===== src/rtl/token_router_same_host_top_defines.svh =====
// Assertion macros for the token router.
// Included by files that carry concurrent checks; expects clk and arst_n in scope.
`ifndef TOKEN_ROUTER_SAME_HOST_TOP_DEFINES_SVH
`define TOKEN_ROUTER_SAME_HOST_TOP_DEFINES_SVH

// same-cycle implication, disabled during reset
`define TRSH_CHECK_NOW(lbl, ante, cons, msg) \
	lbl: assert property (@(posedge clk) disable iff (!arst_n) (ante) |-> (cons)) \
		else $error(msg);

// next-cycle implication, disabled during reset
`define TRSH_CHECK_NEXT(lbl, ante, cons, msg) \
	lbl: assert property (@(posedge clk) disable iff (!arst_n) (ante) |=> (cons)) \
		else $error(msg);

`endif


===== src/rtl/trsh_pkg.sv =====
// Shared types and codes for the token router.
// No dependencies.
package trsh_pkg;

	localparam int SEQ_W      = 64;
	localparam int RESULT_CAP = 64;
	localparam int CFG_IDX_W  = 4;

	localparam logic [1:0] KIND_TOKEN = 2'd0;
	localparam logic [1:0] KIND_ROUTE = 2'd1;
	localparam logic [1:0] KIND_BUILD = 2'd2;

	localparam logic [CFG_IDX_W-1:0] CFG_MIN_PART   = 4'd0;
	localparam logic [CFG_IDX_W-1:0] CFG_RECV_CNT   = 4'd1;
	localparam logic [CFG_IDX_W-1:0] CFG_HOST_IDS   = 4'd2;
	localparam logic [CFG_IDX_W-1:0] CFG_HOST_KNOWN = 4'd3;

	typedef struct packed {
		logic [1:0]       kind;
		logic [3:0]       rank;
		logic [SEQ_W-1:0] seq;
	} item_t;

	typedef struct packed {
		logic             valid_res;
		logic [SEQ_W-1:0] out_seq;
		logic [3:0]       dest_rank;
		logic             last;
		logic             tokens_lost;
	} result_t;

endpackage


===== src/rtl/trsh_ram.sv =====
// Generic single-write, single-read RAM with registered read data.
// No dependencies.
module trsh_ram #(
	parameter int WIDTH = 3,
	parameter int DEPTH = 16
) (
	input  logic                     clk,
	input  logic                     we,
	input  logic [$clog2(DEPTH)-1:0] waddr,
	input  logic [WIDTH-1:0]         wdata,
	input  logic [$clog2(DEPTH)-1:0] raddr,
	output logic [WIDTH-1:0]         rdata
);

	logic [WIDTH-1:0] mem [DEPTH];

	always_ff @(posedge clk) begin
		if (we) begin
			mem[waddr] <= wdata;
		end
		rdata <= mem[raddr];
	end

endmodule


===== src/rtl/token_router_same_host_top.sv =====
// Token router top: credit RAM, scan sequencer, build sequencer, result register.
// Depends on trsh_pkg, trsh_ram and token_router_same_host_top_defines.svh.
// Token: read the rank's credit (TOK_RD), then update it (TOK_UPD). Route: scan every rank, then pick (RT_PICK).
// Build: one turn check per turn, then a read and a check per rank per turn;
// route and build stall while the result register is full.
// Reset is asynchronous; credits read as zero through per-rank valid bits, no sweep.
`include "token_router_same_host_top_defines.svh"

module token_router_same_host_top
	import trsh_pkg::*;
#(
	parameter int RANKS     = 16,
	parameter int TOKEN_MAX = 4
) (
	input  logic                 clk,
	input  logic                 arst_n,
	input  logic                 item_valid,
	output logic                 item_ready,
	input  item_t                item,
	output logic                 result_valid,
	input  logic                 result_ready,
	output result_t              result,
	input  logic                 cfg_valid,
	output logic                 cfg_ready,
	input  logic [CFG_IDX_W-1:0] cfg_index,
	input  logic [SEQ_W-1:0]     cfg_data
);

	localparam int RW = $clog2(RANKS);
	localparam int SW = $clog2(RANKS + 1);
	localparam int CW = $clog2(TOKEN_MAX + 1);
	localparam int NW = $clog2(RESULT_CAP + 1);

	localparam logic [3:0] ST_IDLE     = 4'd0;
	localparam logic [3:0] ST_TOK_RD   = 4'd1;
	localparam logic [3:0] ST_TOK_UPD  = 4'd2;
	localparam logic [3:0] ST_RT_SCAN  = 4'd3;
	localparam logic [3:0] ST_RT_PICK  = 4'd4;
	localparam logic [3:0] ST_BLD_TEST = 4'd5;
	localparam logic [3:0] ST_BLD_RD   = 4'd6;
	localparam logic [3:0] ST_BLD_CHK  = 4'd7;
	localparam logic [3:0] ST_BLD_END  = 4'd8;

	function automatic logic [3:0] rank_lsb(input logic [RW-1:0] r);
		logic [6:0] w;
		w = 7'(r);
		return w[3:0];
	endfunction

	// configuration
	logic signed [5:0]  min_part_q;
	logic [4:0]         recv_cnt_q;
	logic [63:0]        host_ids_q;
	logic [15:0]        host_known_q;

	// sequencer and state
	logic [3:0]         state_q;
	logic [SW-1:0]      scan_q;
	logic [SW-1:0]      active_q;
	logic [NW-1:0]      n_q;
	logic               lost_q;
	logic [SEQ_W-1:0]   next_seq_q;
	logic [RANKS-1:0]   cred_vld_q;

	// current item
	logic [RW-1:0]      rank_q;
	logic [SEQ_W-1:0]   seq_q;
	logic               req_known_q;
	logic [3:0]         req_host_q;

	// compare unit state
	logic [RW-1:0]      best_all_q;
	logic [RW-1:0]      best_host_q;
	logic [CW-1:0]      max_all_q;
	logic [CW-1:0]      max_host_q;

	// held build assignment, so the final one can carry last
	logic               pend_vld_q;
	logic [SEQ_W-1:0]   pend_seq_q;
	logic [RW-1:0]      pend_rank_q;

	// read pipeline
	logic               rd_live_s1;
	logic               rd_known_s1;
	logic [RW-1:0]      rd_idx_s1;

	logic               result_valid_q;
	result_t            result_q;

	logic               ram_we;
	logic [RW-1:0]      ram_waddr;
	logic [CW-1:0]      ram_wdata;
	logic [RW-1:0]      ram_raddr;
	logic [CW-1:0]      ram_rdata;
	logic [CW-1:0]      credit;

	logic               out_free;
	logic               result_load;
	result_t            result_d;

	logic [6:0]         r7;
	logic               r_known;
	logic [3:0]         r_host;
	logic               upd_all;
	logic               upd_host;

	logic               use_host;
	logic               found;
	logic [RW-1:0]      pick_idx;
	logic [CW-1:0]      pick_cnt;

	logic signed [7:0]  min_raw;
	logic signed [7:0]  min_need;
	logic signed [7:0]  act_s;
	logic               turn_ok;

	logic               has;
	logic               emit_ok;
	logic               take;
	logic               rank_ok;

	trsh_ram #(
		.WIDTH(CW),
		.DEPTH(RANKS)
	) u_credit_ram (
		.clk   (clk),
		.we    (ram_we),
		.waddr (ram_waddr),
		.wdata (ram_wdata),
		.raddr (ram_raddr),
		.rdata (ram_rdata)
	);

	assign item_ready   = (state_q == ST_IDLE);
	assign cfg_ready    = 1'b1;
	assign result_valid = result_valid_q;
	assign result       = result_q;

	assign out_free  = !result_valid_q || result_ready;
	assign credit    = rd_known_s1 ? ram_rdata : '0;
	assign ram_raddr = (state_q == ST_TOK_RD) ? rank_q : scan_q[RW-1:0];
	assign rank_ok   = 7'(item.rank) < 7'(RANKS);

	// compare unit: one credit per cycle against running maxima
	assign r7       = 7'(rd_idx_s1);
	assign r_known  = (r7 < 7'd16) && host_known_q[r7[3:0]];
	assign r_host   = host_ids_q[{r7[3:0], 2'b00} +: 4];
	assign upd_all  = rd_live_s1 && (credit > max_all_q);
	assign upd_host = rd_live_s1 && req_known_q && r_known && (r_host == req_host_q)
		&& (credit > max_host_q);

	assign use_host = (max_host_q != '0);
	assign found    = (max_all_q != '0);
	assign pick_idx = use_host ? best_host_q : best_all_q;
	assign pick_cnt = use_host ? max_host_q : max_all_q;

	// minimum number of ranks with credits for another build turn
	always_comb begin
		if (min_part_q > 6'sd0) begin
			min_raw = $signed({{2{min_part_q[5]}}, min_part_q});
		end else begin
			min_raw = $signed({3'b000, recv_cnt_q}) + $signed({{2{min_part_q[5]}}, min_part_q});
		end
		min_need = (min_raw < 8'sd1) ? 8'sd1 : min_raw;
		act_s    = $signed(8'(active_q));
	end

	assign turn_ok = (active_q != '0) && (act_s >= min_need)
		&& ((8'(n_q) + 8'(active_q)) <= 8'(RESULT_CAP));

	assign has     = (credit != '0);
	assign emit_ok = !pend_vld_q || out_free;
	assign take    = has && emit_ok;

	// credit writes and result loads
	always_comb begin
		ram_we      = 1'b0;
		ram_waddr   = rank_q;
		ram_wdata   = credit + CW'(1);
		result_load = 1'b0;
		result_d    = '0;
		result_d.tokens_lost = lost_q;
		unique case (state_q)
			ST_TOK_UPD: begin
				ram_we = (credit < CW'(TOKEN_MAX));
			end
			ST_RT_PICK: begin
				if (out_free) begin
					result_load        = 1'b1;
					ram_we             = found;
					ram_waddr          = pick_idx;
					ram_wdata          = pick_cnt - CW'(1);
					result_d.valid_res = found;
					result_d.out_seq   = found ? seq_q : '0;
					result_d.dest_rank = found ? rank_lsb(pick_idx) : 4'd0;
					result_d.last      = 1'b1;
				end
			end
			ST_BLD_CHK: begin
				if (take) begin
					ram_we             = 1'b1;
					ram_waddr          = scan_q[RW-1:0];
					ram_wdata          = credit - CW'(1);
					result_load        = pend_vld_q;
					result_d.valid_res = 1'b1;
					result_d.out_seq   = pend_seq_q;
					result_d.dest_rank = rank_lsb(pend_rank_q);
				end
			end
			ST_BLD_END: begin
				if (out_free) begin
					result_load        = 1'b1;
					result_d.valid_res = pend_vld_q;
					result_d.out_seq   = pend_vld_q ? pend_seq_q : '0;
					result_d.dest_rank = pend_vld_q ? rank_lsb(pend_rank_q) : 4'd0;
					result_d.last      = 1'b1;
				end
			end
			default: begin
			end
		endcase
	end

	// configuration registers
	always_ff @(posedge clk or negedge arst_n) begin
		if (!arst_n) begin
			min_part_q   <= '0;
			recv_cnt_q   <= '0;
			host_ids_q   <= '0;
			host_known_q <= '0;
		end else if (cfg_valid) begin
			unique case (cfg_index)
				CFG_MIN_PART:   min_part_q   <= $signed(cfg_data[5:0]);
				CFG_RECV_CNT:   recv_cnt_q   <= cfg_data[4:0];
				CFG_HOST_IDS:   host_ids_q   <= cfg_data;
				CFG_HOST_KNOWN: host_known_q <= cfg_data[15:0];
				default: begin
				end
			endcase
		end
	end

	// read pipeline and credit valid bits
	always_ff @(posedge clk or negedge arst_n) begin
		if (!arst_n) begin
			rd_live_s1  <= 1'b0;
			rd_known_s1 <= 1'b0;
			cred_vld_q  <= '0;
		end else begin
			rd_live_s1  <= (state_q == ST_RT_SCAN) && (scan_q != SW'(RANKS));
			rd_known_s1 <= cred_vld_q[ram_raddr];
			if (ram_we) begin
				cred_vld_q[ram_waddr] <= 1'b1;
			end
		end
	end

	always_ff @(posedge clk) begin
		rd_idx_s1 <= scan_q[RW-1:0];
	end

	// result register
	always_ff @(posedge clk or negedge arst_n) begin
		if (!arst_n) begin
			result_valid_q <= 1'b0;
		end else if (result_load) begin
			result_valid_q <= 1'b1;
		end else if (result_ready) begin
			result_valid_q <= 1'b0;
		end
	end

	always_ff @(posedge clk) begin
		if (result_load) begin
			result_q <= result_d;
		end
	end

	// payload of the current transaction and compare unit
	always_ff @(posedge clk) begin
		if (item_valid && item_ready) begin
			rank_q      <= RW'(item.rank);
			seq_q       <= item.seq;
			req_known_q <= host_known_q[item.rank];
			req_host_q  <= host_ids_q[{item.rank, 2'b00} +: 4];
			max_all_q   <= '0;
			max_host_q  <= '0;
		end else begin
			if (upd_all) begin
				max_all_q  <= credit;
				best_all_q <= rd_idx_s1;
			end
			if (upd_host) begin
				max_host_q  <= credit;
				best_host_q <= rd_idx_s1;
			end
		end
		if (state_q == ST_BLD_CHK && take) begin
			pend_seq_q  <= next_seq_q;
			pend_rank_q <= scan_q[RW-1:0];
		end
	end

	// sequencer
	always_ff @(posedge clk or negedge arst_n) begin
		if (!arst_n) begin
			state_q    <= ST_IDLE;
			scan_q     <= '0;
			active_q   <= '0;
			n_q        <= '0;
			lost_q     <= 1'b0;
			next_seq_q <= '0;
			pend_vld_q <= 1'b0;
		end else begin
			unique case (state_q)
				ST_IDLE: begin
					if (item_valid) begin
						case (item.kind)
							KIND_TOKEN: begin
								if (rank_ok) begin
									state_q <= ST_TOK_RD;
								end
							end
							KIND_ROUTE: begin
								scan_q  <= '0;
								state_q <= ST_RT_SCAN;
							end
							KIND_BUILD: begin
								n_q        <= '0;
								pend_vld_q <= 1'b0;
								state_q    <= ST_BLD_TEST;
							end
							default: begin
							end
						endcase
					end
				end
				ST_TOK_RD: begin
					state_q <= ST_TOK_UPD;
				end
				ST_TOK_UPD: begin
					if (credit >= CW'(TOKEN_MAX)) begin
						lost_q <= 1'b1;
					end else if (credit == '0) begin
						active_q <= active_q + SW'(1);
					end
					state_q <= ST_IDLE;
				end
				ST_RT_SCAN: begin
					// last read data is compared in the cycle that leaves this state
					if (scan_q == SW'(RANKS)) begin
						state_q <= ST_RT_PICK;
					end else begin
						scan_q <= scan_q + SW'(1);
					end
				end
				ST_RT_PICK: begin
					if (out_free) begin
						if (found && pick_cnt == CW'(1)) begin
							active_q <= active_q - SW'(1);
						end
						state_q <= ST_IDLE;
					end
				end
				ST_BLD_TEST: begin
					scan_q  <= '0;
					state_q <= turn_ok ? ST_BLD_RD : ST_BLD_END;
				end
				ST_BLD_RD: begin
					state_q <= ST_BLD_CHK;
				end
				ST_BLD_CHK: begin
					if (take) begin
						pend_vld_q <= 1'b1;
						next_seq_q <= next_seq_q + 64'd1;
						n_q        <= n_q + NW'(1);
						if (credit == CW'(1)) begin
							active_q <= active_q - SW'(1);
						end
					end
					if (!has || emit_ok) begin
						if (scan_q == SW'(RANKS - 1)) begin
							state_q <= ST_BLD_TEST;
						end else begin
							scan_q  <= scan_q + SW'(1);
							state_q <= ST_BLD_RD;
						end
					end
				end
				ST_BLD_END: begin
					if (out_free) begin
						pend_vld_q <= 1'b0;
						state_q    <= ST_IDLE;
					end
				end
				default: begin
					state_q <= ST_IDLE;
				end
			endcase
		end
	end

	`TRSH_CHECK_NOW(a_active_bound, 1'b1, active_q <= SW'(RANKS), "active rank count exceeds RANKS")
	`TRSH_CHECK_NOW(a_build_cap, state_q != ST_IDLE, n_q <= NW'(RESULT_CAP), "build result count past cap")
	`TRSH_CHECK_NEXT(a_lost_sticky, lost_q, lost_q, "lost flag cleared outside reset")
	`TRSH_CHECK_NEXT(a_pick_emits, (state_q == ST_RT_PICK) && out_free, result_valid_q && (state_q == ST_IDLE), "route pick did not emit a result")

endmodule

===== config.mk =====
export PLATFORM = sky130hd
export DESIGN_NAME = token_router_same_host_top
export DESIGN_NICKNAME = d
export VERILOG_FILES = /design/src/rtl/trsh_pkg.sv /design/src/rtl/trsh_ram.sv /design/src/rtl/token_router_same_host_top.sv
export VERILOG_INCLUDE_DIRS = /design/src /design/src/rtl
export SDC_FILE = /design/constraint.sdc
export NUM_CORES = 1
export LEC_CHECK = 0
export ABC_CLOCK_PERIOD_IN_PS = 6100
export BUFFER_PORTS_ARGS = -buffer_cell sky130_fd_sc_hd__buf_2
export CORE_UTILIZATION = 55
export DETAILED_ROUTE_END_ITERATION = 16
export GPL_TIMING_DRIVEN = 0
export PLACE_DENSITY = 0.84
export SETUP_SLACK_MARGIN = 0.02
export SLEW_MARGIN = 10
export SYNTH_ARGS = -nofsm -noshare
export SYNTH_HDL_FRONTEND = slang
export SYNTH_HIERARCHICAL = 1
export SYNTH_SLANG_ARGS = --single-unit
export TNS_END_PERCENT = 10

===== constraint.sdc =====
create_clock -name clk -period 6.1 [get_ports clk]
set_input_delay 0.61 -clock clk [delete_from_list [all_inputs] [get_ports clk]]
set_output_delay 0.61 -clock clk [all_outputs]
set_load 0.03 [all_outputs]

# After elaboration in Yosys (flattened, before gate mapping)
# Memory sizes are Yosys's and may differ from the RTL's. A register that Yosys moved wholly into a read port is not among the register bits.
# Cells that the tools add are included.
op_classes:
  order_cmp: 14
  n_eq_ne: 35
  shifts: 2
  bitwise: 2
  n_mux: 69
  reduce_logical: 47
  addsub: 10
ops:
  columns: ["cell", "n"]
  rows:
  - ["$pmux 69 s3", 1]
  - ["$mux 70", 2]
  - ["$mux 64", 2]
  - ["$shiftx 64x7->4", 2]
  - ["$mux 69", 1]
  - ["$add 64x1->64 const B", 1]
  - ["$mux 5", 11]
  - ["$mux 4", 11]
  - ["$pmux 4 s7", 1]
  - ["$lt 4x5->1 const B", 5]
  - ["$mux 7", 3]
  - ["$pmux 5 s4", 1]
  - ["$ne 2x2->1 const B", 9]
  - ["$eq 4x2->1 const B", 4]
  - ["$eq 4x3->1 const B", 4]
  - ["$mux 1", 16]
  - ["$mux 8", 2]
  - ["$or 16x16->16", 1]
  - ["$reduce_and 2->1", 8]
  - ["$pmux 5 s3", 1]
  - ["$reduce_bool 3->1", 5]
  - ["$logic_and 1x1->1", 14]
  - ["$pmux 7 s2", 1]
  - ["$bmux 1 s4", 3]
  - ["other kinds (48)", 70]
totals:
  register_bits: 427
  word_cells: 211
  inputBits: 143
  ramBits: 48
  memories: 1
  out_inout_bits: 74
memory_table:
  columns: ["memory", "words", "word_bits", "read_ports", "rd_ports_with_merged_regs", "write_ports", "line_no", "text"]
  rows:
  - ["u_credit_ram.mem", 16, 3, 1, 1, 1, "trsh_ram.sv:15", "logic [WIDTH-1:0] mem [DEPTH];"]

# Logic depth before layout (Yosys ltp)
depth:
  depth_word: 11
  depth_mapped: 17
  ltp_nobuf: 17

# Hierarchy
# Netlist, hierarchy kept.
by_module_without_submodules:
  columns: ["mod", "cells_each", "area_each_um2", "n_inst"]
  rows:
  - ["token_router_same_host_top", 1255, 18509.0, 1]
  - ["trsh_ram", 103, 2011.9, 1]

# Worst setup path after synthesis
# No wires, ideal clock.
synth_timing:
  path_type: "reg2reg"
  from: "register rd_known_s1"
  to: "register result_q, in the netlist result[0] (enable)"
  path_buffers: 0
  path_stages_with_launch: 7
  setup_slack_ns: 0.890
  arrival_ns: 4.686
  synth_period_minus_slack_ns: 5.210
  cell_sequence: "dfrtp_1 nand2_1 ha_1 ha_1 nor2_1 nand2_1 a21oi_1"
synth_via:
  elab_chain_len: 5
synth_lines:
  columns: ["item", "line_no", "text"]
  rows:
  - ["start, declared", "token_router_same_host_top.sv:84", "logic rd_known_s1;"]
  - ["start signal, assigned", "token_router_same_host_top.sv:251", "rd_known_s1 <= cred_vld_q[ram_raddr];"]
  - ["$mux 3", "token_router_same_host_top.sv:140", "assign credit = rd_known_s1 ? ram_rdata : '0;"]
  - ["$reduce_bool 3->1", "token_router_same_host_top.sv:171", "assign has = (credit != '0);"]
  - ["$logic_and 1x1->1", "token_router_same_host_top.sv:173", "assign take = has && emit_ok;"]
  - ["$mux 1", "token_router_same_host_top.sv:200", "if (take) begin"]
  - ["$pmux 1 s2", "token_router_same_host_top.sv:183", "unique case (state_q)"]
  - ["via result_load", "token_router_same_host_top.sv:98", "logic result_load;"]
  - ["end signal, assigned", "token_router_same_host_top.sv:275", "result_q <= result_d;"]
  - ["end, declared", "token_router_same_host_top.sv:88", "result_t result_q;"]
# The timed path passes the listed nets, and every way through them passes these cells.
# A chain may end at the register's enable or synchronous reset.

# Worst setup path in the final report
layout_timing:
  from: "register min_part_q[1]"
  to: "register state_q[3]"
layout_via:
  elab_chain_len: 9
  elab_cells_between_ends: 10
  classes_between: "add/sub: 1; order compare: 3; mux: 4; reduce/logical: 2"
layout_lines:
  columns: ["item", "line_no", "text"]
  rows:
  - ["start, declared", "token_router_same_host_top.sv:51", "logic signed [5:0] min_part_q;"]
  - ["start signal, assigned", "token_router_same_host_top.sv:233", "CFG_MIN_PART: min_part_q <= $signed(cfg_data[5:0]);"]
  - ["$add 6x6->7 / $gt 6x1->1 (equally long branches)", "token_router_same_host_top.sv:162, token_router_same_host_top.sv:159", null]
  - ["$mux 8 (*)", "token_router_same_host_top.sv:159", "if (min_part_q > 6'sd0) begin"]
  - ["$lt 8x2->1", "token_router_same_host_top.sv:164", "min_need = (min_raw < 8'sd1) ? 8'sd1 : min_raw;"]
  - ["$mux 8 (*)", "token_router_same_host_top.sv:164", null]
  - ["$ge 6x8->1 (*)", "token_router_same_host_top.sv:168", "assign turn_ok = (active_q != '0) && (act_s >= min_need)"]
  - ["$logic_and 1x1->1 (*)", "token_router_same_host_top.sv:168", null]
  - ["$logic_and 1x1->1 (*)", "token_router_same_host_top.sv:169", "&& ((8'(n_q) + 8'(active_q)) <= 8'(RESULT_CAP));"]
  - ["$mux 4 (*)", "token_router_same_host_top.sv:367", "state_q <= turn_ok ? ST_BLD_RD : ST_BLD_END;"]
  - ["$pmux 4 s7 (*)", "token_router_same_host_top.sv:315", "unique case (state_q)"]
  - ["end signal, assigned", "token_router_same_host_top.sv:367", null]
  - ["end, declared", "token_router_same_host_top.sv:57", "logic [3:0] state_q;"]
# Mark *: on every way between the ends. The rest lies on a longest branch, timed or not.

==> impl_results.md <==
- GRT Util Overall: 0.248
- Slew Limit Fails: 0
- Worst hold path type: in -> reg
- Worst clock skew: 0.0162 ns
- H-tree depth: 2
- Reg clk slew, reported paths: 0.06 ns
- Nets@finish: 1,817
- Post-CTS sizing: 0
- Peak Freq: 239 MHz
- RSZ-0062 raised after global routing: false
- Mapped Cells: 1,358
- Worst-path fanout max: 8
- CTS tree: done
- Global-route wire length before repair: 72,200 um
- Initial antenna violation count: 4
- Syn nets: 1,544
- Seq cells post-synth: 478
- Later-pin clock latency in the skew report: 0.60 ns
- Rows: 70
- Die footprint: 0.0381 mm2
- Placer Congestion: 0.908
- CP arrival: 4.66 ns
- Die X: 195 um
- Drt first-iter violations: 1,031
- Layout cells sized above 1: 0.226
- DRC viols: 0
- Status: finished clean
- CP Capture Type: register
- Seq/Total Area, Yosys: 0.645
- Fillers: 2,478
- Asr flop ratio synth: 0.412
- Synth cell types: 68
- Pleak: 9.72 nW
- Max clock buf depth: 3
- DR vias: 12,797
- CP Class: reg -> reg
- PwrDens: 421 mW/mm2
- Area Overhead vs Synth: 17.2%
- Starting Density: 0.559
- Via density: 5.98
- Postcts setup bufs: 0
- Vias in the first global route: 13,039
- Synth Area per Inst: 15.1 um2
- Main synth FF type: edfxtp_1
- Tmin final: 4.18 ns
- Largest net degree at the start of global routing: 111
- Routed Antenna Nets: 0
- Slew @ Worst Pin: 1.20 ns
- IO Port Bufs: 215
- Syn. warnings: 6
- Final WS setup: 1.92 ns
- Place WS: 1.93 ns
- EDFF count, synth: 268
- GRT overflow: 0
- Startpoint types: register
- Post-CTS Hold Buffers: 1
- Peak supply drop: 237 uV
- Post-layout util: 0.655
- Synth Cell Area: 0.0205 mm2
- Hold Vio Cnt, Final: 0
- Total Routed Length: 46,100 um
- Die Span Y: 195 um
- Tcrit/Tclk final: 0.685
- Slew headroom: 0.198
- Core Region: 0.0367 mm2
- Final setup violation count: 0
- Critical Path RT: 6.58 ns
- Number of buffers created by CTS: 49
- Max-cap violation count: 0
- Router iterations before antenna repair: 8
- Detailed-route wire length per cell: 21.5 um
- Detailed Place HPWL: 32,200 um
- Root Buffer Master: clkbuf_16
- TritonCTS sink count: 478
- I/O pin total: 217
-- critical path, stage by stage, from the launching register on --
cell	delay [ns]
dfrtp_1	0.43
or4_1	0.55
nor2_1	0.11
nor2_1	0.14
or4_1	0.52
nor4b_1	0.32
ha_1	0.35
a211o_1	0.25
ha_1	0.26
nand2b_1	0.09
a21o_1	0.11
a211oi_1	0.06
o21a_1	0.18
a211oi_1	0.25
o21ai_1	0.20
a32o_1	0.24
-- layer usage --
layer  share of wire  GRT usage  vias up
met5         0.00080          0        -
li1                -          -     5718
met2            0.51      0.435      585
met3           0.069     0.0449       87
met4           0.026     0.0916        6
met1            0.39      0.307     6401
-- final timing paths --
| path | slack (ns) | to | cells after the start | startpoint |
|---|---|---|---|---|
| max | 1.92 | state_q[3]$_DFFE_PN0P_ | 15 | min_part_q[1]$_DFFE_PN0P_ |
| min | 0.18 | seq_q[49]$_DFFE_PP_ | 1 | item[49] |
| max reg2reg | 1.92 | state_q[3]$_DFFE_PN0P_ | 15 | min_part_q[1]$_DFFE_PN0P_ |
| min reg2reg | 0.46 | cred_vld_q[5]$_DFFE_PN0P_ | 1 | cred_vld_q[5]$_DFFE_PN0P_ |
| max in group asynchronous | 4.55 | next_seq_q[31]$_DFFE_PN0P_ | 4 | arst_n |
| min in group asynchronous | 0.40 | host_ids_q[18]$_DFFE_PN0P_ | 2 | arst_n |
-- cells in the mapped netlist, drive strengths merged, types with 26 or more instances --
| cell type | number | area [um2] |
|---|---|---|
| ha | 40 | 500 |
| nand2 | 71 | 267 |
| nor2 | 83 | 314 |
| mux4 | 63 | 1450 |
| inv | 31 | 116 |
| edfxtp | 268 | 8050 |
| nand3 | 37 | 185 |
| mux2i | 26 | 260 |
| xnor2 | 53 | 464 |
| a21oi | 30 | 150 |
| a22o | 65 | 569 |
| mux2 | 95 | 1070 |
| clkbuf | 35 | 133 |
| xor2 | 31 | 272 |
| dfrtp | 197 | 4930 |
| o21ai | 28 | 140 |
-- power breakdown --
part	total [W]	internal, W	leakage (nW)	switching, W
clock	0.00309	0.00180	0.824	0.00128
combinational	0.00257	0.00105	3.88	0.00152
sequential	0.00447	0.00414	5.01	0.000328
total	0.0101	0.00699	9.72	0.00313
-- layout by cell type (no fill, tap or decap), types with 31 or more instances in the layout --
cell type and count:
dfrtp_1 197, clkbuf_16 52, ha_1 40, nand3_1 37
nor2_1 82, xor2_1 31, edfxtp_1 268, xnor2_1 53
nand2_1 71, a22o_1 65, mux2_1 93, mux4_2 55
clkbuf_1 38, buf_2 218
-- cells by family (layout without fill, tap and decap cells) --
family | count (synthesis) | after routing | share of synthesized area
other | 1 | 3 | 0.000183
adder cells (fa/ha/maj) | 43 | 43 | 0.0273
AND/OR/NAND/NOR | 306 | 306 | 0.0759
flip-flops | 478 | 478 | 0.645
AO/OA/AOI/OAI | 182 | 182 | 0.0644
XOR/XNOR | 84 | 84 | 0.0359
multiplexers | 184 | 184 | 0.135
buffers and inverters | 80 | 393 | 0.0159
-- registers in the layout (all words and copies together), names as in the netlist, 5 cells and up --
| name | count |
|---|---|
| pend_seq_q | 64 |
| active_q | 5 |
| result | 71 |
| min_part_q | 6 |
| host_known_q | 16 |
| cred_vld_q | 16 |
| host_ids_q | 64 |
| next_seq_q | 64 |
| n_q | 7 |
| u_credit_ram/mem | 48 |
| seq_q | 64 |
| scan_q | 5 |
| recv_cnt_q | 5 |
-- area by class of cell --
class | instances | area, um2 | area share
antenna | 2 | 5.00 | 0.000208
buffer | 49 | 216 | 0.00900
clock buffer | 60 | 1350 | 0.0562
clock inverter | 31 | 329 | 0.0137
inverter | 31 | 116 | 0.00484
multi-input combinational | 800 | 6970 | 0.290
sequential | 478 | 13200 | 0.551
tap | 468 | 586 | 0.0244
timing repair buffer | 222 | 1230 | 0.0512
-- stage by stage --
step / hold slack (ns) / setup TNS [ns] / area [um2] / power [W] / cells
global route: 0.163 / 0 / 24000 / 0.0106 / 2139
detailed placement: 0.415 / 0 / 22300 / 0.00709 / 2047
floorplan: 0.314 / 0 / 20500 / 0.00628 / 1358
CTS: 0.153 / 0 / 24000 / 0.0102 / 2139
global placement: 0.435 / -94.47 / 22200 / 0.00696 / 2041
finish: 0.182 / 0 / 24000 / 0.0101 / 2141
No activity file was read; power rests on OpenSTA's default activity.
